**config.mk**
```make
export PLATFORM = sky130hd
export DESIGN_NAME = numeric_literal_parser_flat
export DESIGN_NICKNAME = d
export VERILOG_FILES = /design/src/rtl/nlp_pkg.sv /design/src/rtl/nlp_if.sv /design/src/rtl/numeric_literal_parser.sv /design/src/flat_wrapper.sv
export SDC_FILE = /design/constraint.sdc
export NUM_CORES = 1
export LEC_CHECK = 0
export BUFFER_PORTS_ARGS = -buffer_cell sky130_fd_sc_hd__buf_4
export CELL_PAD_IN_SITES_DETAIL_PLACEMENT = 1
export CELL_PAD_IN_SITES_GLOBAL_PLACEMENT = 1
export CORE_ASPECT_RATIO = 1.75
export CORE_MARGIN = 2
export CORE_UTILIZATION = 44
export DETAILED_ROUTE_END_ITERATION = 8
export GPL_ROUTABILITY_DRIVEN = 0
export PLACE_DENSITY_LB_ADDON = 0.1
export SETUP_SLACK_MARGIN = 0.02
export SYNTH_ARGS = -nofsm -noshare
export SYNTH_HDL_FRONTEND = slang
export SYNTH_SLANG_ARGS = --single-unit
```
**constraint.sdc**
```tcl
create_clock -name clk -period 8.8 [get_ports clk]
set_input_delay 2.64 -clock clk [delete_from_list [all_inputs] [get_ports clk]]
set_output_delay 2.64 -clock clk [all_outputs]
set_load 0.02 [all_outputs]
```
**src/rtl/nlp_pkg.sv**
```systemverilog
// ----------------------------------------------------------------------------
// nlp_pkg
// types, character codes and helpers of the numeric literal parser
// ----------------------------------------------------------------------------
package nlp_pkg;

	localparam int VALUE_WIDTH_DEF = 64;
	localparam int OUT_WIDTH = 64;
	localparam int CH_WIDTH = 8;
	localparam int DIG_WIDTH = 7;

	typedef enum logic [2:0] {
		PH_SIGN    = 3'd0,
		PH_LEAD    = 3'd1,
		PH_PREFIX  = 3'd2,
		PH_INT     = 3'd3,
		PH_FRAC    = 3'd4,
		PH_EXPSIGN = 3'd5,
		PH_EXPDIG  = 3'd6
	} phase_t;

	typedef enum logic [1:0] {
		RX_DEC = 2'd0,
		RX_HEX = 2'd1,
		RX_BIN = 2'd2,
		RX_OCT = 2'd3
	} radix_t;

	localparam logic [1:0] ST_OK       = 2'd0;
	localparam logic [1:0] ST_BAD_CHAR = 2'd1;
	localparam logic [1:0] ST_TOO_BIG  = 2'd2;

	localparam logic KIND_INT   = 1'b0;
	localparam logic KIND_FLOAT = 1'b1;

	localparam logic [DIG_WIDTH-1:0] DIG_NONE = 7'd99;

	localparam logic [CH_WIDTH-1:0] CH_ZERO   = 8'h30;
	localparam logic [CH_WIDTH-1:0] CH_NINE   = 8'h39;
	localparam logic [CH_WIDTH-1:0] CH_LC_A   = 8'h61;
	localparam logic [CH_WIDTH-1:0] CH_LC_Z   = 8'h7a;
	localparam logic [CH_WIDTH-1:0] CH_UC_A   = 8'h41;
	localparam logic [CH_WIDTH-1:0] CH_UC_Z   = 8'h5a;
	localparam logic [CH_WIDTH-1:0] CH_MINUS  = 8'h2d;
	localparam logic [CH_WIDTH-1:0] CH_PLUS   = 8'h2b;
	localparam logic [CH_WIDTH-1:0] CH_DOT    = 8'h2e;
	localparam logic [CH_WIDTH-1:0] CH_LC_X   = 8'h78;
	localparam logic [CH_WIDTH-1:0] CH_UC_X   = 8'h58;
	localparam logic [CH_WIDTH-1:0] CH_LC_B   = 8'h62;
	localparam logic [CH_WIDTH-1:0] CH_UC_B   = 8'h42;
	localparam logic [CH_WIDTH-1:0] CH_LC_E   = 8'h65;
	localparam logic [CH_WIDTH-1:0] CH_UC_E   = 8'h45;
	localparam logic [CH_WIDTH-1:0] CH_LC_P   = 8'h70;
	localparam logic [CH_WIDTH-1:0] CH_UC_P   = 8'h50;
	localparam logic [CH_WIDTH-1:0] CH_SPACE  = 8'h20;
	localparam logic [CH_WIDTH-1:0] CH_TAB    = 8'h09;
	localparam logic [CH_WIDTH-1:0] CH_CR     = 8'h0d;
	localparam logic [CH_WIDTH-1:0] CH_RPAREN = 8'h29;

	function automatic logic [DIG_WIDTH-1:0] digit_of(input logic [CH_WIDTH-1:0] c);
		logic [DIG_WIDTH-1:0] d;
		d = DIG_NONE;
		if (c >= CH_ZERO && c <= CH_NINE)
			d = DIG_WIDTH'(c - CH_ZERO);
		else if (c >= CH_LC_A && c <= CH_LC_Z)
			d = DIG_WIDTH'(c - CH_LC_A + 8'd10);
		else if (c >= CH_UC_A && c <= CH_UC_Z)
			d = DIG_WIDTH'(c - CH_UC_A + 8'd10);
		return d;
	endfunction

	function automatic logic [DIG_WIDTH-1:0] radix_base(input radix_t r);
		logic [DIG_WIDTH-1:0] b;
		case (r)
			RX_HEX:  b = 7'd16;
			RX_BIN:  b = 7'd2;
			RX_OCT:  b = 7'd8;
			default: b = 7'd10;
		endcase
		return b;
	endfunction

	function automatic logic is_exp_mark(input radix_t r, input logic [CH_WIDTH-1:0] c);
		logic m;
		case (r)
			RX_DEC:  m = (c == CH_LC_E) || (c == CH_UC_E);
			RX_HEX:  m = (c == CH_LC_P) || (c == CH_UC_P);
			default: m = 1'b0;
		endcase
		return m;
	endfunction

	function automatic logic is_ending(input logic eof, input logic [CH_WIDTH-1:0] c);
		return eof || (c == CH_SPACE) || (c == CH_RPAREN) || (c >= CH_TAB && c <= CH_CR);
	endfunction

endpackage

```
**src/rtl/nlp_if.sv**
```systemverilog
// ----------------------------------------------------------------------------
// nlp interfaces
// valid/ready channels for token bytes and parse results
// ----------------------------------------------------------------------------
interface nlp_char_if;
	import nlp_pkg::*;

	logic                valid;
	logic                ready;
	logic [CH_WIDTH-1:0] ch;
	logic                at_eof;

	modport source (output valid, output ch, output at_eof, input ready);
	modport sink (input valid, input ch, input at_eof, output ready);
endinterface

interface nlp_result_if;
	import nlp_pkg::*;

	logic                        valid;
	logic                        ready;
	logic signed [OUT_WIDTH-1:0] int_value;
	logic                        kind;
	logic [1:0]                  status;

	modport source (output valid, output int_value, output kind, output status, input ready);
	modport sink (input valid, input int_value, input kind, input status, output ready);
endinterface

```
**src/rtl/numeric_literal_parser.sv**
```systemverilog
// ----------------------------------------------------------------------------
// numeric_literal_parser
// byte-serial integer literal parser with sign, base prefix and float marking
// ----------------------------------------------------------------------------
// usage:
//   token carries one byte of a numeric literal per item (ch), or at_eof.
//   a byte that does not continue the literal ends it and yields one item
//   on result: int_value, kind (integer/float) and status (ok, bad char,
//   too big); bad char if that byte is not whitespace, ')' or at_eof.
//   bytes that continue it are absorbed and yield no item. an accepted byte
//   is registered in the input stage, its result in the output register.
//   throughput: one byte per cycle, save when a byte that ends a literal
//   waits on a held result; the limit is the combinational multiply-add
//   and overflow compare on the accumulator, whose update feeds the next byte.
//   stall: while result is held by the receiver, the input stage keeps a
//   byte that would end a literal and token.ready drops; bytes that
//   produce no item keep flowing.
//   reset: arst_n clears the parse state to the sign phase and empties both
//   stages; no clearing pass is needed.
// ----------------------------------------------------------------------------
module numeric_literal_parser #(
	parameter int VALUE_WIDTH = nlp_pkg::VALUE_WIDTH_DEF
) (
	input logic          clk,
	input logic          arst_n,
	nlp_char_if.sink     token,
	nlp_result_if.source result
);
	import nlp_pkg::*;

	localparam int PW = VALUE_WIDTH + 5;

	logic                   valid_s1;
	logic [CH_WIDTH-1:0]    ch_s1;
	logic                   eof_s1;

	phase_t                 phase_q, phase_n;
	radix_t                 radix_q, radix_n;
	logic                   neg_q, neg_n;
	logic [VALUE_WIDTH-1:0] acc_q, acc_n;
	logic                   ovf_q, ovf_n;
	logic                   flt_q, flt_n;

	logic                   out_valid_q;
	logic signed [OUT_WIDTH-1:0] out_value_q;
	logic                   out_kind_q;
	logic [1:0]             out_status_q;

	logic                   consumed;
	logic                   emit;
	logic                   advance;
	phase_t                 ph_e;
	radix_t                 rx_e;
	logic [DIG_WIDTH-1:0]   dig;
	logic [DIG_WIDTH-1:0]   base_e;
	logic                   is_sign;
	logic [PW-1:0]          acc_ext;
	logic [PW-1:0]          prod;
	logic [PW-1:0]          limit;

	logic signed [OUT_WIDTH-1:0] res_value;
	logic                   res_kind;
	logic [1:0]             res_status;
	logic signed [VALUE_WIDTH-1:0] sval;

	assign dig     = eof_s1 ? DIG_NONE : digit_of(ch_s1);
	assign is_sign = !eof_s1 && (ch_s1 == CH_PLUS || ch_s1 == CH_MINUS);
	assign acc_ext = PW'(acc_q);
	assign limit   = (PW'(1) << (VALUE_WIDTH - 1)) - PW'(!neg_q);

	// multiply by the constant base and add the digit
	always_comb begin
		case (rx_e)
			RX_HEX:  prod = (acc_ext << 4) + PW'(dig[3:0]);
			RX_BIN:  prod = (acc_ext << 1) + PW'(dig[3:0]);
			RX_OCT:  prod = (acc_ext << 3) + PW'(dig[3:0]);
			default: prod = (acc_ext << 3) + (acc_ext << 1) + PW'(dig[3:0]);
		endcase
	end

	assign base_e = radix_base(rx_e);

	// next state
	always_comb begin
		phase_n  = phase_q;
		radix_n  = radix_q;
		neg_n    = neg_q;
		acc_n    = acc_q;
		ovf_n    = ovf_q;
		flt_n    = flt_q;
		consumed = 1'b0;
		ph_e     = phase_q;
		rx_e     = radix_q;

		case (phase_q)
			PH_LEAD: begin
				if (!eof_s1 && ch_s1 == CH_ZERO) begin
					consumed = 1'b1;
					phase_n  = PH_PREFIX;
				end else begin
					ph_e = PH_INT;
				end
			end
			PH_PREFIX: begin
				ph_e    = PH_INT;
				phase_n = PH_INT;
				if (!eof_s1 && (ch_s1 == CH_LC_X || ch_s1 == CH_UC_X)) begin
					consumed = 1'b1;
					radix_n  = RX_HEX;
				end else if (!eof_s1 && (ch_s1 == CH_LC_B || ch_s1 == CH_UC_B)) begin
					consumed = 1'b1;
					radix_n  = RX_BIN;
				end else if (dig < 7'd10) begin
					rx_e = RX_OCT;
				end
			end
			PH_INT, PH_FRAC, PH_EXPDIG: begin
			end
			PH_EXPSIGN: begin
				phase_n = PH_EXPDIG;
				if (is_sign)
					consumed = 1'b1;
				else
					ph_e = PH_EXPDIG;
			end
			default: begin
				phase_n = PH_LEAD;
				if (is_sign) begin
					consumed = 1'b1;
					if (ch_s1 == CH_MINUS)
						neg_n = 1'b1;
				end else if (!eof_s1 && ch_s1 == CH_ZERO) begin
					consumed = 1'b1;
					phase_n  = PH_PREFIX;
				end else begin
					ph_e = PH_INT;
				end
			end
		endcase

		if (!consumed) begin
			radix_n = rx_e;
			phase_n = ph_e;
			case (ph_e)
				PH_INT: begin
					if (dig < base_e) begin
						consumed = 1'b1;
						if (!ovf_q) begin
							if (prod > limit)
								ovf_n = 1'b1;
							else
								acc_n = prod[VALUE_WIDTH-1:0];
						end
					end else if (!eof_s1 && ch_s1 == CH_DOT &&
					             (rx_e == RX_DEC || rx_e == RX_HEX)) begin
						consumed = 1'b1;
						flt_n    = 1'b1;
						phase_n  = PH_FRAC;
					end else if (!eof_s1 && is_exp_mark(rx_e, ch_s1)) begin
						consumed = 1'b1;
						flt_n    = 1'b1;
						phase_n  = PH_EXPSIGN;
					end
				end
				PH_FRAC: begin
					if (dig < base_e) begin
						consumed = 1'b1;
					end else if (!eof_s1 && is_exp_mark(rx_e, ch_s1)) begin
						consumed = 1'b1;
						phase_n  = PH_EXPSIGN;
					end
				end
				PH_EXPDIG: begin
					if (dig < 7'd10)
						consumed = 1'b1;
				end
				default: begin
				end
			endcase
		end

		// literal finished: back to a clean token
		if (!consumed) begin
			phase_n = PH_SIGN;
			radix_n = RX_DEC;
			neg_n   = 1'b0;
			acc_n   = '0;
			ovf_n   = 1'b0;
			flt_n   = 1'b0;
		end
	end

	assign emit = !consumed;

	// result fields
	always_comb begin
		sval       = neg_q ? -acc_q : acc_q;
		res_value  = '0;
		res_kind   = KIND_INT;
		res_status = ST_OK;
		if (!is_ending(eof_s1, ch_s1))
			res_status = ST_BAD_CHAR;
		else if (flt_q)
			res_kind = KIND_FLOAT;
		else if (ovf_q)
			res_status = ST_TOO_BIG;
		else
			res_value = OUT_WIDTH'(sval);
	end

	assign advance     = valid_s1 && (!emit || !out_valid_q || result.ready);
	assign token.ready = !valid_s1 || advance;

	always_ff @(posedge clk or negedge arst_n) begin
		if (!arst_n) begin
			valid_s1 <= 1'b0;
		end else if (token.ready) begin
			valid_s1 <= token.valid;
		end
	end

	always_ff @(posedge clk) begin
		if (token.ready && token.valid) begin
			ch_s1  <= token.ch;
			eof_s1 <= token.at_eof;
		end
	end

	always_ff @(posedge clk or negedge arst_n) begin
		if (!arst_n) begin
			phase_q <= PH_SIGN;
			radix_q <= RX_DEC;
			neg_q   <= 1'b0;
			acc_q   <= '0;
			ovf_q   <= 1'b0;
			flt_q   <= 1'b0;
		end else if (advance) begin
			phase_q <= phase_n;
			radix_q <= radix_n;
			neg_q   <= neg_n;
			acc_q   <= acc_n;
			ovf_q   <= ovf_n;
			flt_q   <= flt_n;
		end
	end

	always_ff @(posedge clk or negedge arst_n) begin
		if (!arst_n) begin
			out_valid_q <= 1'b0;
		end else if (advance && emit) begin
			out_valid_q <= 1'b1;
		end else if (result.ready) begin
			out_valid_q <= 1'b0;
		end
	end

	always_ff @(posedge clk) begin
		if (advance && emit) begin
			out_value_q  <= res_value;
			out_kind_q   <= res_kind;
			out_status_q <= res_status;
		end
	end

	assign result.valid     = out_valid_q;
	assign result.int_value = out_value_q;
	assign result.kind      = out_kind_q;
	assign result.status    = out_status_q;

endmodule

```
**src/flat_wrapper.sv**
```systemverilog
// flat-port wrapper written by rule: the top's interface ports become plain ports
module numeric_literal_parser_flat import nlp_pkg::*;
#(
	parameter int VALUE_WIDTH = nlp_pkg::VALUE_WIDTH_DEF
)
  (clk, arst_n, token_valid, token_ch, token_at_eof, token_ready, result_valid, result_int_value, result_kind, result_status, result_ready);
  nlp_char_if token_i ();
  nlp_result_if result_i ();
  input logic clk;
  input logic arst_n;
  input wire logic [$bits(token_i.valid)-1:0] token_valid;
  input wire logic [$bits(token_i.ch)-1:0] token_ch;
  input wire logic [$bits(token_i.at_eof)-1:0] token_at_eof;
  output wire logic [$bits(token_i.ready)-1:0] token_ready;
  output wire logic [$bits(result_i.valid)-1:0] result_valid;
  output wire logic [$bits(result_i.int_value)-1:0] result_int_value;
  output wire logic [$bits(result_i.kind)-1:0] result_kind;
  output wire logic [$bits(result_i.status)-1:0] result_status;
  input wire logic [$bits(result_i.ready)-1:0] result_ready;
  assign token_i.valid = token_valid;
  assign token_i.ch = token_ch;
  assign token_i.at_eof = token_at_eof;
  assign token_ready = token_i.ready;
  assign result_valid = result_i.valid;
  assign result_int_value = result_i.int_value;
  assign result_kind = result_i.kind;
  assign result_status = result_i.status;
  assign result_i.ready = result_ready;
  numeric_literal_parser #(.VALUE_WIDTH(VALUE_WIDTH)) u_core (.clk(clk), .arst_n(arst_n), .token(token_i), .result(result_i));
endmodule
```
==> metrics.txt <==
# TYPE chip_impl_metric gauge
chip_impl_metric{name="critical_path.n_buffers_inverters",unit=""} 3
chip_impl_metric{name="dieHeight",unit="µm"} 284
chip_impl_metric{name="final_layout_size_suffix_gt1_share",unit="%"} 14.5
chip_impl_metric{name="count_of_distinct_cell_types_in_the_synthesized_netlist",unit=""} 90
chip_impl_metric{name="wl_per_cell",unit="µm"} 26.6
chip_impl_metric{name="remaining_drc_errors",unit=""} 0
chip_impl_metric{name="power.density_cell_area",unit="mW/mm²"} 93.6
chip_impl_metric{name="ctsHtreeMaxLevel",unit=""} 4
chip_impl_info{name="worstSetupStartpointType",value="flip-flop"} 1
chip_impl_metric{name="synth-seq-cells",unit=""} 150
chip_impl_metric{name="grt_first_pass_wirelength",unit="µm"} 129000
chip_impl_metric{name="num_rows",unit=""} 102
chip_impl_info{name="critPathLaunch",value="u_core.ch_s1[5]$_DFFE_PP_"} 1
chip_impl_metric{name="final-setup-viol-count",unit=""} 0
chip_impl_metric{name="finalCriticalPeriod",unit="ns"} 8.57
chip_impl_metric{name="ioPinCount",unit=""} 82
chip_impl_metric{name="crit_fanout",unit=""} 29
chip_impl_metric{name="drt_pre_antenna_iters",unit=""} 8
chip_impl_metric{name="critical_path.max_stage_delay",unit="ns"} 0.58
chip_impl_metric{name="buffer_ports.inserted",unit=""} 81
chip_impl_metric{name="drt_first_iter_violations",unit=""} 1912
chip_impl_metric{name="irDropWorstVdd",unit="mV"} 0.137
chip_impl_metric{name="core-area",unit="mm²"} 0.0443
chip_impl_metric{name="global_route.overflow_total",unit=""} 0
chip_impl_metric{name="maximum_number_of_pins_on_one_net_before_global_route_repair",unit=""} 68
chip_impl_metric{name="nets",unit=""} 2782
chip_impl_metric{name="die_w",unit="µm"} 164
chip_impl_metric{name="syn_area_per_cell",unit="µm²"} 7.72
chip_impl_metric{name="layout-area-overhead-vs-synth",unit="%"} 12.4
chip_impl_metric{name="arrival",unit="ns"} 8.92
chip_impl_metric{name="hold_viol",unit=""} 0
chip_impl_metric{name="cts-buffers-inserted",unit=""} 17
chip_impl_metric{name="number_of_antenna_violations_at_the_first_check_in_global_routing",unit=""} 0
chip_impl_metric{name="ys_warn_count",unit=""} 0
chip_impl_metric{name="netlist.area_leader.share",unit="%"} 11.6
chip_impl_info{name="clock_tree_from_tritoncts",value="built"} 1
chip_impl_metric{name="total_power",unit="mW"} 2.08
chip_impl_info{name="ys.flop_type",value="edfxtp_1"} 1
chip_impl_metric{name="power_leakage",unit="nW"} 9.15
chip_impl_info{name="yosys.area.top_type",value="edfxtp_1"} 1
chip_impl_metric{name="slew-limit-headroom",unit="%"} 24.7
chip_impl_metric{name="clock_transition_time_at_the_flip_flop_clock_pins_of_the_worst_setup_and_hold_paths",unit="ns"} 0.07
chip_impl_metric{name="antenna_cells",unit=""} 0
chip_impl_info{name="status",value="finished, final reports clean"} 1
chip_impl_metric{name="synth-seq-area-share",unit="%"} 20.9
chip_impl_info{name="min_from",value="u_core.radix_q[1]$_DFFE_PN0P_"} 1
chip_impl_metric{name="synth_nets",unit=""} 2720
chip_impl_metric{name="synthArstFlopShare",unit="%"} 49.3
chip_impl_metric{name="vias_per_cell",unit=""} 6.61
chip_impl_info{name="min-delay-path-class",value="flip-flop to flip-flop"} 1
chip_impl_metric{name="post_synth_instance_area",unit="mm²"} 0.0197
chip_impl_metric{name="postRouteWirelength",unit="µm"} 85200
chip_impl_metric{name="max_freq",unit="MHz"} 117
chip_impl_metric{name="drv.max_cap_violation_count",unit=""} 0
chip_impl_metric{name="clock_latency",unit="ns"} 0.47
chip_impl_info{name="synth_common_cells",value="241 x nor2_1, 230 x nand2_1, 198 x a21oi_1, 163 x xnor2_1, 149 x ha_1"} 1
chip_impl_metric{name="timing.final.crit_share",unit="%"} 97.4
chip_impl_info{name="critPathMostFrequentCell",value="ha_1"} 1
chip_impl_info{name="cp_slowest_cell",value="or3b_2"} 1
chip_impl_metric{name="syn-instance-count",unit=""} 2556
chip_impl_metric{name="timing_max_transition_violations_final",unit=""} 0
chip_impl_info{name="end_kind",value="flip-flop"} 1
chip_impl_metric{name="finalSetupTns",unit="ns"} 0
chip_impl_info{name="cp_top_family",value="simple AND/OR/NAND/NOR gates"} 1
chip_impl_metric{name="globalRouteTotalUtil",unit="%"} 36.1
chip_impl_info{name="worstSetupPathType",value="flip-flop to flip-flop"} 1
chip_impl_metric{name="dp_hpwl",unit="µm"} 65700
chip_impl_metric{name="drt.antenna.violating_nets",unit=""} 0
chip_impl_info{name="synth_most_common_cell",value="nor2_1"} 1
chip_impl_info{name="yosys-top-cells-area",value="edfxtp_1 12%, ha_1 9.4%, dfrtp_1 9.4%, xnor2_1 7.2%, xor2_1 5.2%"} 1
chip_impl_metric{name="start_util",unit="%"} 44.6
chip_impl_metric{name="via_count",unit=""} 21200
chip_impl_metric{name="first_global_vias",unit=""} 22100
chip_impl_metric{name="clkSinkCount",unit=""} 150
chip_impl_info{name="critical_path.reg2reg.startpoint",value="u_core.ch_s1[5]$_DFFE_PP_"} 1
chip_impl_metric{name="finalClockSkew",unit="ns"} 0.0108
chip_impl_metric{name="synth-edff-count",unit=""} 76
chip_impl_metric{name="design.die.area",unit="mm²"} 0.0466
chip_impl_metric{name="cts-root-to-sink-buffers",unit=""} 2
chip_impl_info{name="cts_root_buffer_type",value="clkbuf_16"} 1
chip_impl_metric{name="crit_required",unit="ns"} 9.15
chip_impl_metric{name="worst_pin_slew",unit="ns"} 1.13
[report_power, final]
part / switching [mW] / internal [mW] / total (mW)
combinational: 0.351 / 0.193 / 0.544
clock: 0.347 / 0.363 / 0.710
sequential: 0.0316 / 0.792 / 0.823
total: 0.730 / 1.35 / 2.08
[placed cells by master (no fill, tap or decap), types with 27 or more instances in the layout]
cell type  synthesis  routed
a211oi_1          27      27
a21o_1            27      27
a21oi_1          198     195
and2_1            60      60
and3_1            30      29
buf_4              1     213
dfrtp_1           74      73
edfxtp_1          76      76
ha_1             149     142
inv_1             62      58
mux2_2            49      49
mux2i_1           44      44
nand2_1          230     230
nand3_1          102     102
nand4_1           85      85
nor2_1           241     239
nor3_1            70      68
nor4_1            30      27
o21ai_0          128     127
or3_1             28      27
xnor2_1          163     163
xor2_1           117     117
[per-layer routing]
layer	part of all wire, %	GRT usage [%]	vias to the layer above
met5	0	0	-
met4	8.3	26.3	0
met3	5.1	5.11	319
met2	49	62.3	772
met1	37	39.9	10500
li1	-	-	9583
[registers in the layout (all words and copies together), names as in the netlist]
name,cells
u_core.acc_q,64
u_core.ch_s1,8
u_core.eof_s1,1
u_core.flt_q,1
u_core.neg_q,1
u_core.ovf_q,1
u_core.phase_q,3
u_core.radix_q,2
u_core.result.int_value,64
u_core.result.kind,1
u_core.result.status,2
u_core.result.valid,1
u_core.valid_s1,1
[metrics by stage]
step                std cells  hold slack (ns)  utilization [%]  cell area [µm²]  setup slack [ns]
finish                   3203            0.520             50.1            22200             0.229
global route             3203            0.540             50.1            22200           -0.0793
CTS                      3202            0.516             49.9            22100            0.0439
detailed placement       3163            0.500             48.4            21400            -0.116
global placement         3163            0.488             48.4            21400             0.189
floorplan                2556            0.474                -            19700             0.531
[cell type report]
class | instances | area, µm²
multi-input cells | 2167 | 14900
flip-flops and latches | 150 | 4140
clock buffers | 19 | 433
inverters | 64 | 240
fillers | 5441 | 22100
well taps | 572 | 716
repair buffers | 218 | 1710
clock inverters | 13 | 100
[worst paths after layout]
kind	end	slack [ns]	depth (start not counted)
worst max-delay path	u_core.acc_q[8]$_DFFE_PN0P_	0.23	31
worst min-delay path	u_core.radix_q[1]$_DFFE_PN0P_	0.52	1
worst max register to register	u_core.acc_q[8]$_DFFE_PN0P_	0.23	31
worst min register to register	u_core.radix_q[1]$_DFFE_PN0P_	0.52	1
max in group asynchronous	u_core.neg_q$_DFFE_PN0P_	5.54	2
min in group asynchronous	u_core.acc_q[56]$_DFFE_PN0P_	2.11	1
[logic make-up (layout without fill, tap and decap cells)]
family	count (synthesis)	count (layout)	synth area share (%)
AND/OR/NAND/NOR	1004	1004	25.9
buffers and inverters	239	314	4.66
flip-flops	150	150	20.9
adder cells (fa/ha/maj)	151	151	9.65
multiplexers	93	93	5.03
XOR/XNOR	280	280	12.4
AO/OA/AOI/OAI	639	639	21.4
[what timing repair did]
item | 4_1_cts | 5_1_grt
buffers inserted | 6 | 1
pin swaps | 2 | 7
cloned | 1 | 0
endpoints found under the hold margin | 0 | 0
hold buffers | 0 | 0
resized for setup | 8 | 32
setup endpoints to repair | 60 | 66
Power figures use the tool's default switching activity.
